--- src/design/stis_pkg.sv ---
// Shared constants and controller/datapath interface types for the radix symbol converter.
`timescale 1ns / 1ps

package stis_pkg;

  // Table geometry
  localparam int MAX_RADIX   = 56;
  localparam int SYM_WORDS   = 7;
  localparam int RADIX_W     = 6;
  localparam int SYM_W       = 8;
  localparam int VALUE_W     = 32;
  localparam int CFG_IDX_W   = 3;
  localparam int CFG_DATA_W  = 64;
  localparam int STACK_DEPTH = 32;
  localparam int STACK_IDX_W = 5;
  localparam int COUNT_W     = 6;

  // Special characters
  localparam logic [SYM_W-1:0] PLUS_CHAR  = 8'h2B;
  localparam logic [SYM_W-1:0] MINUS_CHAR = 8'h2D;
  localparam logic [SYM_W-1:0] LOW_CTRL   = 8'd31;
  localparam logic [SYM_W-1:0] DEL_CHAR   = 8'd127;

  // Configuration register indexes
  localparam logic [CFG_IDX_W-1:0] REG_RADIX = 3'd0;

  // Commands from the controller to the datapath
  typedef struct packed {
    logic chk_start;
    logic chk_step;
    logic load;
    logic div_step;
    logic emit_en;
  } cmd_t;

  // Status from the datapath to the controller
  typedef struct packed {
    logic cfg_pending;
    logic chk_last;
    logic base_ok;
    logic div_last;
    logic emit_last;
  } stat_t;

endpackage

--- src/design/stis_ctrl.sv ---
// Controller state machine: table check, digit division and symbol emission phases.
`timescale 1ns / 1ps

module stis_ctrl (
  input  logic           clk,
  input  logic           rst,
  input  logic           in_valid,
  output logic           in_stall,
  input  stis_pkg::stat_t stat,
  output stis_pkg::cmd_t  cmd
);
  import stis_pkg::*;

  localparam logic [1:0] S_IDLE  = 2'd0;
  localparam logic [1:0] S_CHECK = 2'd1;
  localparam logic [1:0] S_DIV   = 2'd2;
  localparam logic [1:0] S_EMIT  = 2'd3;

  logic [1:0] state;
  logic [1:0] state_next;

  // Next state and command decode
  always_comb begin
    state_next = state;
    cmd        = '0;
    in_stall   = 1'b1;
    unique case (state)
      S_IDLE: begin
        if (stat.cfg_pending) begin
          cmd.chk_start = 1'b1;
          state_next    = S_CHECK;
        end else begin
          in_stall = 1'b0;
          // An item on an invalid base is simply dropped.
          if (in_valid && stat.base_ok) begin
            cmd.load   = 1'b1;
            state_next = S_DIV;
          end
        end
      end
      S_CHECK: begin
        cmd.chk_step = 1'b1;
        if (stat.chk_last) state_next = S_IDLE;
      end
      S_DIV: begin
        cmd.div_step = 1'b1;
        if (stat.div_last) state_next = S_EMIT;
      end
      S_EMIT: begin
        cmd.emit_en = 1'b1;
        if (stat.emit_last) state_next = S_IDLE;
      end
      default: state_next = S_IDLE;
    endcase
  end

  // State register
  always_ff @(posedge clk) begin
    if (rst) begin
      state <= S_IDLE;
    end else begin
      state <= state_next;
    end
  end

endmodule

--- src/design/stis_dp.sv ---
// Datapath: configuration registers, table checker, radix divider, digit stack and output word.
`timescale 1ns / 1ps

module stis_dp (
  input  logic                                clk,
  input  logic                                rst,
  input  logic                                cfg_valid,
  input  logic [stis_pkg::CFG_IDX_W-1:0]      cfg_index,
  input  logic [stis_pkg::CFG_DATA_W-1:0]     cfg_data,
  input  logic signed [stis_pkg::VALUE_W-1:0] value,
  output logic                                out_valid,
  input  logic                                out_stall,
  output logic [stis_pkg::SYM_W-1:0]          symbol,
  output logic                                last,
  input  stis_pkg::cmd_t                      cmd,
  output stis_pkg::stat_t                     stat
);
  import stis_pkg::*;

  // Configuration and check state
  logic [RADIX_W-1:0]    radix;
  logic [CFG_DATA_W-1:0] sym_words [SYM_WORDS];
  logic                  pending;
  logic                  ok;
  logic [RADIX_W-1:0]    chk_idx;
  logic [127:0]          seen;

  // Division and emission state
  logic [VALUE_W-1:0]    quo;
  logic [RADIX_W-1:0]    rem;
  logic [1:0]            bcnt;
  logic                  neg_pend;
  logic [COUNT_W-1:0]    cnt;
  logic [RADIX_W-1:0]    stack [STACK_DEPTH];

  // Combinational values
  logic [VALUE_W-1:0]    vin;
  logic [VALUE_W-1:0]    mag;
  logic [COUNT_W-1:0]    cnt_m1;
  logic [RADIX_W-1:0]    rd_idx;
  logic [2:0]            rd_word;
  logic [CFG_DATA_W-1:0] rd_data;
  logic [SYM_W-1:0]      sym_rd;
  logic                  sym_bad;
  logic [6:0]            part;
  logic [RADIX_W-1:0]    rem_w;
  logic [7:0]            qbyte;
  logic [VALUE_W-1:0]    quo_next;
  logic                  load_ok;

  // Magnitude of the incoming value; the most negative value maps to 2^31.
  assign vin = value;
  assign mag = vin[VALUE_W-1] ? (~vin + 32'd1) : vin;

  // One symbol read port, shared by the table check and the emission phase.
  assign cnt_m1  = cnt - 6'd1;
  assign rd_idx  = cmd.emit_en ? stack[cnt_m1[STACK_IDX_W-1:0]] : chk_idx;
  assign rd_word = rd_idx[5:3];
  assign rd_data = (rd_word < 3'(SYM_WORDS)) ? sym_words[rd_word] : '0;
  assign sym_rd  = rd_data[{rd_idx[2:0], 3'b000} +: SYM_W];

  // A symbol is unusable if it is a sign, not printable, or already seen.
  assign sym_bad = (sym_rd == PLUS_CHAR) || (sym_rd == MINUS_CHAR) ||
                   (sym_rd <= LOW_CTRL) || (sym_rd >= DEL_CHAR) || seen[sym_rd[6:0]];

  // Eight restoring division steps per cycle on the top byte of the quotient.
  always_comb begin
    rem_w = rem;
    part  = '0;
    qbyte = '0;
    for (int b = 7; b >= 0; b--) begin
      part = {rem_w, quo[24+b]};
      if (part >= {1'b0, radix}) begin
        qbyte[b] = 1'b1;
        part     = part - {1'b0, radix};
      end
      rem_w = part[RADIX_W-1:0];
    end
  end

  assign quo_next = {quo[23:0], qbyte};
  assign load_ok  = !out_valid || !out_stall;

  // Status towards the controller
  always_comb begin
    stat.cfg_pending = pending;
    stat.base_ok     = ok;
    stat.chk_last    = !ok || (chk_idx == (radix - 6'd1));
    stat.div_last    = (bcnt == 2'd3) && (quo_next == '0);
    stat.emit_last   = load_ok && !neg_pend && (cnt == 6'd1);
  end

  // Configuration registers; any write forces a fresh table check.
  always_ff @(posedge clk) begin
    if (rst) begin
      radix   <= '0;
      pending <= 1'b0;
      for (int k = 0; k < SYM_WORDS; k++) sym_words[k] <= '0;
    end else begin
      if (cmd.chk_start) pending <= 1'b0;
      if (cfg_valid) begin
        pending <= 1'b1;
        if (cfg_index == REG_RADIX) begin
          radix <= cfg_data[RADIX_W-1:0];
        end else begin
          sym_words[cfg_index - 3'd1] <= cfg_data;
        end
      end
    end
  end

  // Table check, one symbol per cycle against a bitmap of symbols seen so far.
  always_ff @(posedge clk) begin
    if (rst) begin
      ok <= 1'b0;
    end else if (cmd.chk_start) begin
      ok <= (radix >= 6'd2) && (radix <= 6'(MAX_RADIX));
    end else if (cmd.chk_step && sym_bad) begin
      ok <= 1'b0;
    end
  end

  always_ff @(posedge clk) begin
    if (cmd.chk_start) begin
      chk_idx <= '0;
      seen    <= '0;
    end else if (cmd.chk_step) begin
      chk_idx             <= chk_idx + 6'd1;
      seen[sym_rd[6:0]] <= 1'b1;
    end
  end

  // Divider and digit stack; digits are pushed least significant first.
  always_ff @(posedge clk) begin
    if (cmd.load) begin
      quo      <= mag;
      rem      <= '0;
      bcnt     <= '0;
      cnt      <= '0;
      neg_pend <= vin[VALUE_W-1];
    end else if (cmd.div_step) begin
      quo  <= quo_next;
      bcnt <= bcnt + 2'd1;
      if (bcnt == 2'd3) begin
        stack[cnt[STACK_IDX_W-1:0]] <= rem_w;
        cnt                          <= cnt + 6'd1;
        rem                          <= '0;
      end else begin
        rem <= rem_w;
      end
    end else if (cmd.emit_en && load_ok) begin
      if (neg_pend) begin
        neg_pend <= 1'b0;
      end else begin
        cnt <= cnt_m1;
      end
    end
  end

  // Output word register
  always_ff @(posedge clk) begin
    if (rst) begin
      out_valid <= 1'b0;
    end else if (cmd.emit_en && load_ok) begin
      out_valid <= 1'b1;
    end else if (!out_stall) begin
      out_valid <= 1'b0;
    end
  end

  always_ff @(posedge clk) begin
    if (cmd.emit_en && load_ok) begin
      if (neg_pend) begin
        symbol <= MINUS_CHAR;
        last   <= 1'b0;
      end else begin
        symbol <= sym_rd;
        last   <= (cnt == 6'd1);
      end
    end
  end

endmodule

--- src/design/signed_int_to_radix_symbols.sv ---
// Top level of the signed integer to radix symbol converter.
`timescale 1ns / 1ps

// Converts each signed 32-bit word into its text in the configured radix, one
// symbol per output word: '-' for a negative value, then the digits most
// significant first, with last set on the final symbol. A base that is not
// valid (radix outside 2..56, or a used symbol that is a sign, not printable
// or repeated) turns every input word into nothing. After a configuration
// write the block checks the symbol table, one symbol per cycle, holding
// in_stall high meanwhile; a bad symbol ends the check early, and a radix
// out of range ends it at its first step.
// A write that lands during a check starts a fresh check once it ends.
// Per word the radix divider resolves eight quotient bits a cycle, so each
// digit takes a pass over all four bytes of the quotient. One word is worked
// on at a time; the next is accepted while the final symbol waits in the
// output register.
// cfg_ready is always high.
module signed_int_to_radix_symbols (
  input  logic                                clk,
  input  logic                                rst,
  input  logic                                cfg_valid,
  output logic                                cfg_ready,
  input  logic [stis_pkg::CFG_IDX_W-1:0]      cfg_index,
  input  logic [stis_pkg::CFG_DATA_W-1:0]     cfg_data,
  input  logic                                in_valid,
  output logic                                in_stall,
  input  logic signed [stis_pkg::VALUE_W-1:0] value,
  output logic                                out_valid,
  input  logic                                out_stall,
  output logic [stis_pkg::SYM_W-1:0]          symbol,
  output logic                                last
);
  import stis_pkg::*;

  cmd_t  cmd;
  stat_t stat;

  assign cfg_ready = 1'b1;

  // Sequencer
  stis_ctrl u_ctrl (
    .clk      (clk),
    .rst      (rst),
    .in_valid (in_valid),
    .in_stall (in_stall),
    .stat     (stat),
    .cmd      (cmd)
  );

  // Registers, checker, divider and output stage
  stis_dp u_dp (
    .clk       (clk),
    .rst       (rst),
    .cfg_valid (cfg_valid),
    .cfg_index (cfg_index),
    .cfg_data  (cfg_data),
    .value     (value),
    .out_valid (out_valid),
    .out_stall (out_stall),
    .symbol    (symbol),
    .last      (last),
    .cmd       (cmd),
    .stat      (stat)
  );

  // Every emitted symbol is a minus sign or a printable table entry.
  a_sym_printable: assert property (@(posedge clk) disable iff (rst)
    out_valid |-> ((symbol == MINUS_CHAR) ||
                   ((symbol > LOW_CTRL) && (symbol < DEL_CHAR))))
    else $error("emitted symbol is not printable");

  // A minus sign always leads digits, so it never closes a word's text.
  a_minus_not_last: assert property (@(posedge clk) disable iff (rst)
    (out_valid && (symbol == MINUS_CHAR)) |-> !last)
    else $error("minus sign marked as final symbol");

  // No input word is taken while a table check is owed.
  a_no_accept_pending: assert property (@(posedge clk) disable iff (rst)
    !in_stall |-> !stat.cfg_pending)
    else $error("input accepted before symbol table check");

endmodule
--- config.mk ---
export PLATFORM = sky130hd
export DESIGN_NAME = signed_int_to_radix_symbols
export DESIGN_NICKNAME = d
export VERILOG_FILES = /design/src/design/stis_pkg.sv /design/src/design/stis_ctrl.sv /design/src/design/stis_dp.sv /design/src/design/signed_int_to_radix_symbols.sv
export SDC_FILE = /design/constraint.sdc
export NUM_CORES = 2
export LEC_CHECK = 0
export BUFFER_PORTS_ARGS = -buffer_cell sky130_fd_sc_hd__buf_4
export CAP_MARGIN = 20
export CORE_UTILIZATION = 60
export DETAILED_ROUTE_END_ITERATION = 10
export PLACE_DENSITY = 0.77
export SYNTH_ARGS = -nofsm -noshare
export SYNTH_HDL_FRONTEND = slang
export SYNTH_SLANG_ARGS = --single-unit
--- constraint.sdc ---
create_clock -name clk -period 50.1 [get_ports clk]
set_clock_uncertainty 0.15 [all_clocks]
set_input_delay 5.01 -clock clk [delete_from_list [all_inputs] [get_ports clk]]
set_output_delay 5.01 -clock clk [all_outputs]
set_load 0.01 [all_outputs]
After elaboration in Yosys (flattened, before gate mapping)
Memory sizes are Yosys's and may differ from the RTL's.
Index checks and enable logic that the tools add are counted.
{ "classes": {"n_addsub": 15, "multipliers": 0, "n_div": 0, "n_lt_le_gt_ge": 15, "n_eq_ne": 16, "shift": 1, "n_mux": 67, "bitwise": 2, "n_reduce_logical": 31} }
{ "ops": {"columns": ["operator", "count"], "rows": [
  ["64-bit two-way mux", 2],
  ["128-bit bitwise OR", 1],
  ["32-bit two-way mux", 3],
  ["6-bit two-way mux", 14],
  ["64-bit OR reduction", 1],
  ["64-bit by 7-bit indexed part select with 8-bit output", 1],
  ["7-bit by 6-bit >= comparator with 1-bit output", 8],
  ["6-bit subtractor", 8],
  ["1-bit two-way mux", 39],
  ["32-bit by 1-bit adder with 32-bit output, second input constant", 1],
  ["32-bit zero test", 1],
  ["32-bit NOT", 1],
  ["8-bit by 6-bit == test with 1-bit output, second input constant", 2],
  ["6-bit by 1-bit adder with 6-bit output, second input constant", 2],
  ["6-bit by 1-bit subtractor with 6-bit output, second input constant", 2],
  ["2-bit two-way mux", 5],
  ["2-bit nonzero test", 5],
  ["8-bit by 7-bit >= comparator with 1-bit output, second input constant", 1],
  ["8-bit by 5-bit less-or-equal comparator with 1-bit output, second input constant", 1],
  ["1-bit logical AND", 8],
  ["7-bit by 8-bit < comparator with 1-bit output, second input constant", 1],
  ["2-bit != test, second input constant", 4],
  ["2-bit case mux with 4 select lines", 1],
  ["1-bit binary-select mux with 7-bit select", 1],
  ["other kinds (21)", 34]
]} }
{ "totals": {"register_bits": 201, "latch_bits": 0, "mem_bits_rw": 640, "romBits": 0, "inputBits": 104, "out_inout_bits": 12, "elab_cells": 163, "n_memories": 2} }
{ "memory_table": {"columns": ["memory", "words", "word_bits", "rd", "rd_ports_with_merged_regs", "wr", "line_no", "source"], "rows": [
  ["u_dp.sym_words", 7, 64, 1, 0, 7, "stis_dp.sv:22", "logic [CFG_DATA_W-1:0] sym_words [SYM_WORDS];"],
  ["u_dp.stack", 32, 6, 1, 0, 1, "stis_dp.sv:34", "logic [RADIX_W-1:0] stack [STACK_DEPTH];"]
]} }

Logic depth before layout (Yosys ltp)
{ "depth": {"ltp_word": 20, "depth_mapped": 96, "mapped_depth_nobuf": 94} }

Hierarchy
Synthesis repeated with hierarchy kept, for this count alone.
{ "hier_totals": {"cells_unflattened": 3759, "area_unflattened_um2": 41463.5} }
{ "modules_own_cells": {"columns": ["mod", "n_inst", "cells_each", "area_per_inst_um2", "seq_area_each_um2"], "rows": [
  ["stis_dp", 1, 3739, 41305.9, 24263.3],
  ["stis_ctrl", 1, 18, 146.4, 40.0],
  ["signed_int_to_radix_symbols", 1, 2, 11.3, 0.0]
]} }

Least setup slack after synthesis
OpenSTA, ideal clock, no wires.
{ "synth_path": {"path_kind": "flip-flop to flip-flop", "startpoint": "register u_dp.radix[1]", "endpoint": "memory u_dp.stack[0][1], data pin", "setup_time_ps": 327, "t_arrival_ps": 17624, "required_time_ps": 49623, "setup_slack_ps": 31999, "stages_incl_launch_ff": 90, "path_buffers": 2, "synth_period_minus_slack_ps": 18101, "path_cell_list": "dfxtp_1 > inv_1 > ha_1 > nor2b_1 > o21ai_2 > a21boi_1 > o21a_1 > o21ai_0 > nand2_1 > o21ai_0 > inv_1 > ha_1 > nor2b_1 > o21ai_0 > a21boi_0 > o21ai_0 > a21boi_0 > a311oi_4 > [... 54 more ...] > a21o_1 > a31o_2 > a21oi_1 > o31ai_4 > o21ai_0 > inv_1 > ha_1 > nor2b_1 > o21ai_0 > nand2b_1 > a31o_2 > a21o_1 > a21o_1 > a21oi_1 > nand2b_1 > mux2_4 > buf_6 > mux2i_2"} }
{ "synth_between": {"elab_chain_len": 16, "word_cells_on_any_way": 24, "cone_classes": "add/sub: 8; order compare: 8; mux: 8"} }
{ "synth_rtl": {"columns": ["element", "line_no", "source"], "rows": [
  ["from (decl)", "stis_dp.sv:21", "logic [RADIX_W-1:0] radix;"],
  ["from (signal assigned)", "stis_dp.sv:104", "radix <= cfg_data[RADIX_W-1:0];"],
  ["6-bit subtractor / 7-bit by 6-bit >= comparator with 1-bit output (equally long branches)", "stis_dp.sv:75, stis_dp.sv:73", null],
  ["6-bit two-way mux", "stis_dp.sv:73", "if (part >= {1'b0, radix}) begin"],
  ["6-bit subtractor / 7-bit by 6-bit >= comparator with 1-bit output (equally long branches)", "stis_dp.sv:75, stis_dp.sv:73", null],
  ["6-bit two-way mux", "stis_dp.sv:73", null],
  ["6-bit subtractor / 7-bit by 6-bit >= comparator with 1-bit output (equally long branches)", "stis_dp.sv:75, stis_dp.sv:73", null],
  ["6-bit two-way mux", "stis_dp.sv:73", null],
  ["6-bit subtractor / 7-bit by 6-bit >= comparator with 1-bit output (equally long branches)", "stis_dp.sv:75, stis_dp.sv:73", null],
  ["6-bit two-way mux", "stis_dp.sv:73", null],
  ["6-bit subtractor / 7-bit by 6-bit >= comparator with 1-bit output (equally long branches)", "stis_dp.sv:75, stis_dp.sv:73", null],
  ["6-bit two-way mux", "stis_dp.sv:73", null],
  ["7-bit by 6-bit >= comparator with 1-bit output / 6-bit subtractor (equally long branches)", "stis_dp.sv:73, stis_dp.sv:75", null],
  ["6-bit two-way mux", "stis_dp.sv:73", null],
  ["7-bit by 6-bit >= comparator with 1-bit output / 6-bit subtractor (equally long branches)", "stis_dp.sv:73, stis_dp.sv:75", null],
  ["6-bit two-way mux", "stis_dp.sv:73", null],
  ["6-bit subtractor / 7-bit by 6-bit >= comparator with 1-bit output (equally long branches)", "stis_dp.sv:75, stis_dp.sv:73", null],
  ["6-bit two-way mux (*)", "stis_dp.sv:73", null],
  ["named net u_dp.part[1]", "stis_dp.sv:45", "logic [6:0] part;"],
  ["to (decl)", "stis_dp.sv:34", null]
]} }
The timed path passes the listed nets; every way through them passes the cells marked *.

Final worst setup path
{ "layout_path": {"startpoint": "register u_dp.radix[0]", "endpoint": "memory u_dp.stack[5][3], data pin"} }
{ "layout_between": {"elab_chain_len": 16, "word_cells_on_any_way": 24, "cone_classes": "add/sub: 8; order compare: 8; mux: 8"} }
{ "layout_rtl": {"columns": ["element", "line_no"], "rows": [
  ["6-bit subtractor / 7-bit by 6-bit >= comparator with 1-bit output (equally long branches)", "stis_dp.sv:75, stis_dp.sv:73"],
  ["6-bit two-way mux", "stis_dp.sv:73"],
  ["6-bit subtractor / 7-bit by 6-bit >= comparator with 1-bit output (equally long branches)", "stis_dp.sv:75, stis_dp.sv:73"],
  ["6-bit two-way mux", "stis_dp.sv:73"],
  ["6-bit subtractor / 7-bit by 6-bit >= comparator with 1-bit output (equally long branches)", "stis_dp.sv:75, stis_dp.sv:73"],
  ["6-bit two-way mux", "stis_dp.sv:73"],
  ["6-bit subtractor / 7-bit by 6-bit >= comparator with 1-bit output (equally long branches)", "stis_dp.sv:75, stis_dp.sv:73"],
  ["6-bit two-way mux", "stis_dp.sv:73"],
  ["6-bit subtractor / 7-bit by 6-bit >= comparator with 1-bit output (equally long branches)", "stis_dp.sv:75, stis_dp.sv:73"],
  ["6-bit two-way mux", "stis_dp.sv:73"],
  ["6-bit subtractor / 7-bit by 6-bit >= comparator with 1-bit output (equally long branches)", "stis_dp.sv:75, stis_dp.sv:73"],
  ["6-bit two-way mux", "stis_dp.sv:73"],
  ["7-bit by 6-bit >= comparator with 1-bit output / 6-bit subtractor (equally long branches)", "stis_dp.sv:73, stis_dp.sv:75"],
  ["6-bit two-way mux", "stis_dp.sv:73"],
  ["6-bit subtractor / 7-bit by 6-bit >= comparator with 1-bit output (equally long branches)", "stis_dp.sv:75, stis_dp.sv:73"],
  ["6-bit two-way mux (*)", "stis_dp.sv:73"],
  ["named net u_dp.part[3]", "stis_dp.sv:45"]
]} }
Marked as above.

==> results.cfg <==
[floorplanning]
initial_core_util_pct = 61.06
die_x_microns = 264.6
core_sq_um = 67750
io_pins = 116
rows = 95
die_area_sq_um = 70010
fp.dieH_microns = 264.6

[clock_tree]
cts_tree = yes
clk-insertion-delay-late_ps = 670
cts_max_level = 3
ctsHoldBuffers = 0
clk_pin_slew_ps = 60
numCtsBuffers = 88
cts-root-buf = clkbuf_16
clockBufferDepth = 3
post_cts_buffers = 0
post_cts_resized = 0
clock-sinks = 873

[worst_setup_path]
max_stage_delay_ps = 800
critPathKind = reg2reg
cp_data_required_time_ps = 50440
cp_slowest_cell = dfxtp_1
critPathArrivalTime_ps = 20410
worstRegToRegCells = 87
r2r-start = u_dp.radix[0]
crit_fanout = 21
r2r_slack_ps = 30030
crit_top_cell = o21ai_0
cp-start-kind = register
end_kind = register
r2r-end = u_dp.stack[5][3]

[synth]
ys_seq_area_share_pct = 58.74
synth_cell_types = 92
netlist_instances = 3694
synth-warning-count = 0
synth_edf_count = 682
synth_fp_nets = 3866
synthArstFlopShare_pct = 0
synth-seq-cells = 873
synthesis.area_sq_um = 41370
avgSynthCellArea_sq_um = 11.20
synthFlopType = edfxtp_1

[placed_design]
hpwl_microns = 65360
gp_congestion = 0.8845
io_buffers = 114

[cells_and_area]
final_common_cell = edfxtp_1
fill_cells = 5015
final_cell_mix = edfxtp_1, nor2_1, nand2_1
nNetsFinal = 3894
layout-drive-gt1-share_pct = 11.80
area_delta_synth_final_pct = 10.50

[grt]
grt_pass1_wl_microns = 167200
antenna_found_initial = 2
grt_max_degree = 95
grt_use_total_pct = 31.10
grt-ovfl-total = 0
grt_pass1_vias = 29000

[sta]
rsz0062_at_grt = false
drv_slew = 0
worst_pin_slew_ps = 1179
fin_crit_sh_pct = 40.06
max_clock_freq_ghz = 0.04983
period_needed_ps = 20070
maxSlewHeadroom_pct = 21.38
fin_tns_setup_ps = 0
whs_ps = 316.9
finalHoldViolations = 0
finalSetupViolations = 0

[drt]
ant_nets = 0
routed_wl_microns = 109800
drt_pass1_iterations = 6
vias = 29830
avgViaCountPerCell = 6.385
drt_iter0_drc = 3806
drc = 0
avgRoutedWirePerCell_microns = 23.49

[job]
cap_violations = 0

[worst_hold_path]
hold_end = u_dp.seen[83]
min_path_cells = 2
hold_path.class = reg2reg
hold_start = u_dp.seen[83]

[run_status]
status = finished, final reports clean
==> worst max-delay path: cells and delay by family, from the launching register on <==
family,cells,cell delay (ps)
AO/OA/AOI/OAI,47,11630
AND/OR/NAND/NOR,20,2900
multiplexers,3,1030
adder cells (fa/ha/maj),8,2360
flip-flops,1,800
buffers and inverters,9,970
==> kinds of logic after synthesis <==
kind of cell    count (synthesis)  share of synthesized area [%]
xor+xnor                       78                          1.669
other cells                     1                       0.009064
buf+inv                       357                          3.759
compound gates                559                          8.786
mux                           354                          10.20
flops                         873                          58.74
fa+ha+maj                      68                          2.202
simple gates                 1404                          14.63
==> layout make-up <==
class                   count  area (sq um)  share of cell area [%]
inverters                 123         461.7                   1.010
diodes                      1         2.502                0.005474
clock buffers             133          2517                   5.507
well taps                 873          1092                   2.389
repair buffers            172          1334                   2.918
flip-flops and latches    873         24310                   53.17
multi-input cells        2464         15740                   34.43
clock inverters            33         262.8                  0.5748
==> stage by stage <==
| step | std cells | setup slack [ps] | utilization (%) | area (sq um) |
|---|---|---|---|---|
| after global placement | 4500 | 30000 | 63.25 | 42850 |
| after global routing | 4671 | 28260 | 67.47 | 45710 |
| after CTS | 4669 | 29540 | 67.43 | 45680 |
| after detailed placement | 4503 | 29620 | 63.32 | 42900 |
| after floorplan | 3694 | 32000 | - | 41370 |
| final | 4672 | 30030 | 67.47 | 45720 |
==> worst max-delay path by stage <==
stage / startpoint / slack [ps] / to / cells after the start
after floorplan: u_dp.radix[1] / 32000 / u_dp.stack[0][1] / 89
after global placement: u_dp.radix[0] / 30000 / u_dp.stack[10][2] / 86
after detailed placement: u_dp.radix[0] / 29620 / u_dp.stack[7][3] / 86
after CTS: u_dp.radix[0] / 29540 / u_dp.stack[31][5] / 86
after global routing: u_dp.radix[0] / 28260 / u_dp.stack[26][0] / 87
final: u_dp.radix[0] / 30030 / u_dp.stack[5][3] / 87
==> cells in the mapped netlist, drive strengths merged (34+ instances only) <==
cell	n	area share, %
ha	60	1.8
dfxtp	191	9.2
clkbuf	124	1.1
mux2i	279	6.8
edfxtp	682	50
xnor2	34	0.72
nand2	356	3.2
mux4	49	2.7
inv	123	1.1
o21ai	105	1.3
buf	110	1.5
nor2	677	6.2
nand3	162	2.0
a21oi	210	2.6
xor2	44	0.95
==> routing by layer <==
metal / track usage, % / part of all wire [%] / vias to the layer above
li1: - / - / 13350
met1: 43.33 / 40 / 14530
met2: 49.30 / 47 / 1690
met3: 5.778 / 11 / 254
met5: 0 / 0 / -
met4: 10.72 / 2.9 / 0
==> state kept, by name (all words and copies together) (netlist names), 2 cells and up <==
signal / count
u_dp.radix: 6
u_dp.symbol: 8
u_dp.rem: 6
u_dp.quo: 32
u_dp.seen: 96
u_dp.chk_idx: 6
u_dp.stack: 192
u_dp.sym_words: 512
u_dp.cnt: 6
u_ctrl.state: 2
u_dp.bcnt: 2
Power is not shown: default switching activity piles up to over one toggle a cycle in this logic, so the estimate is an artifact.
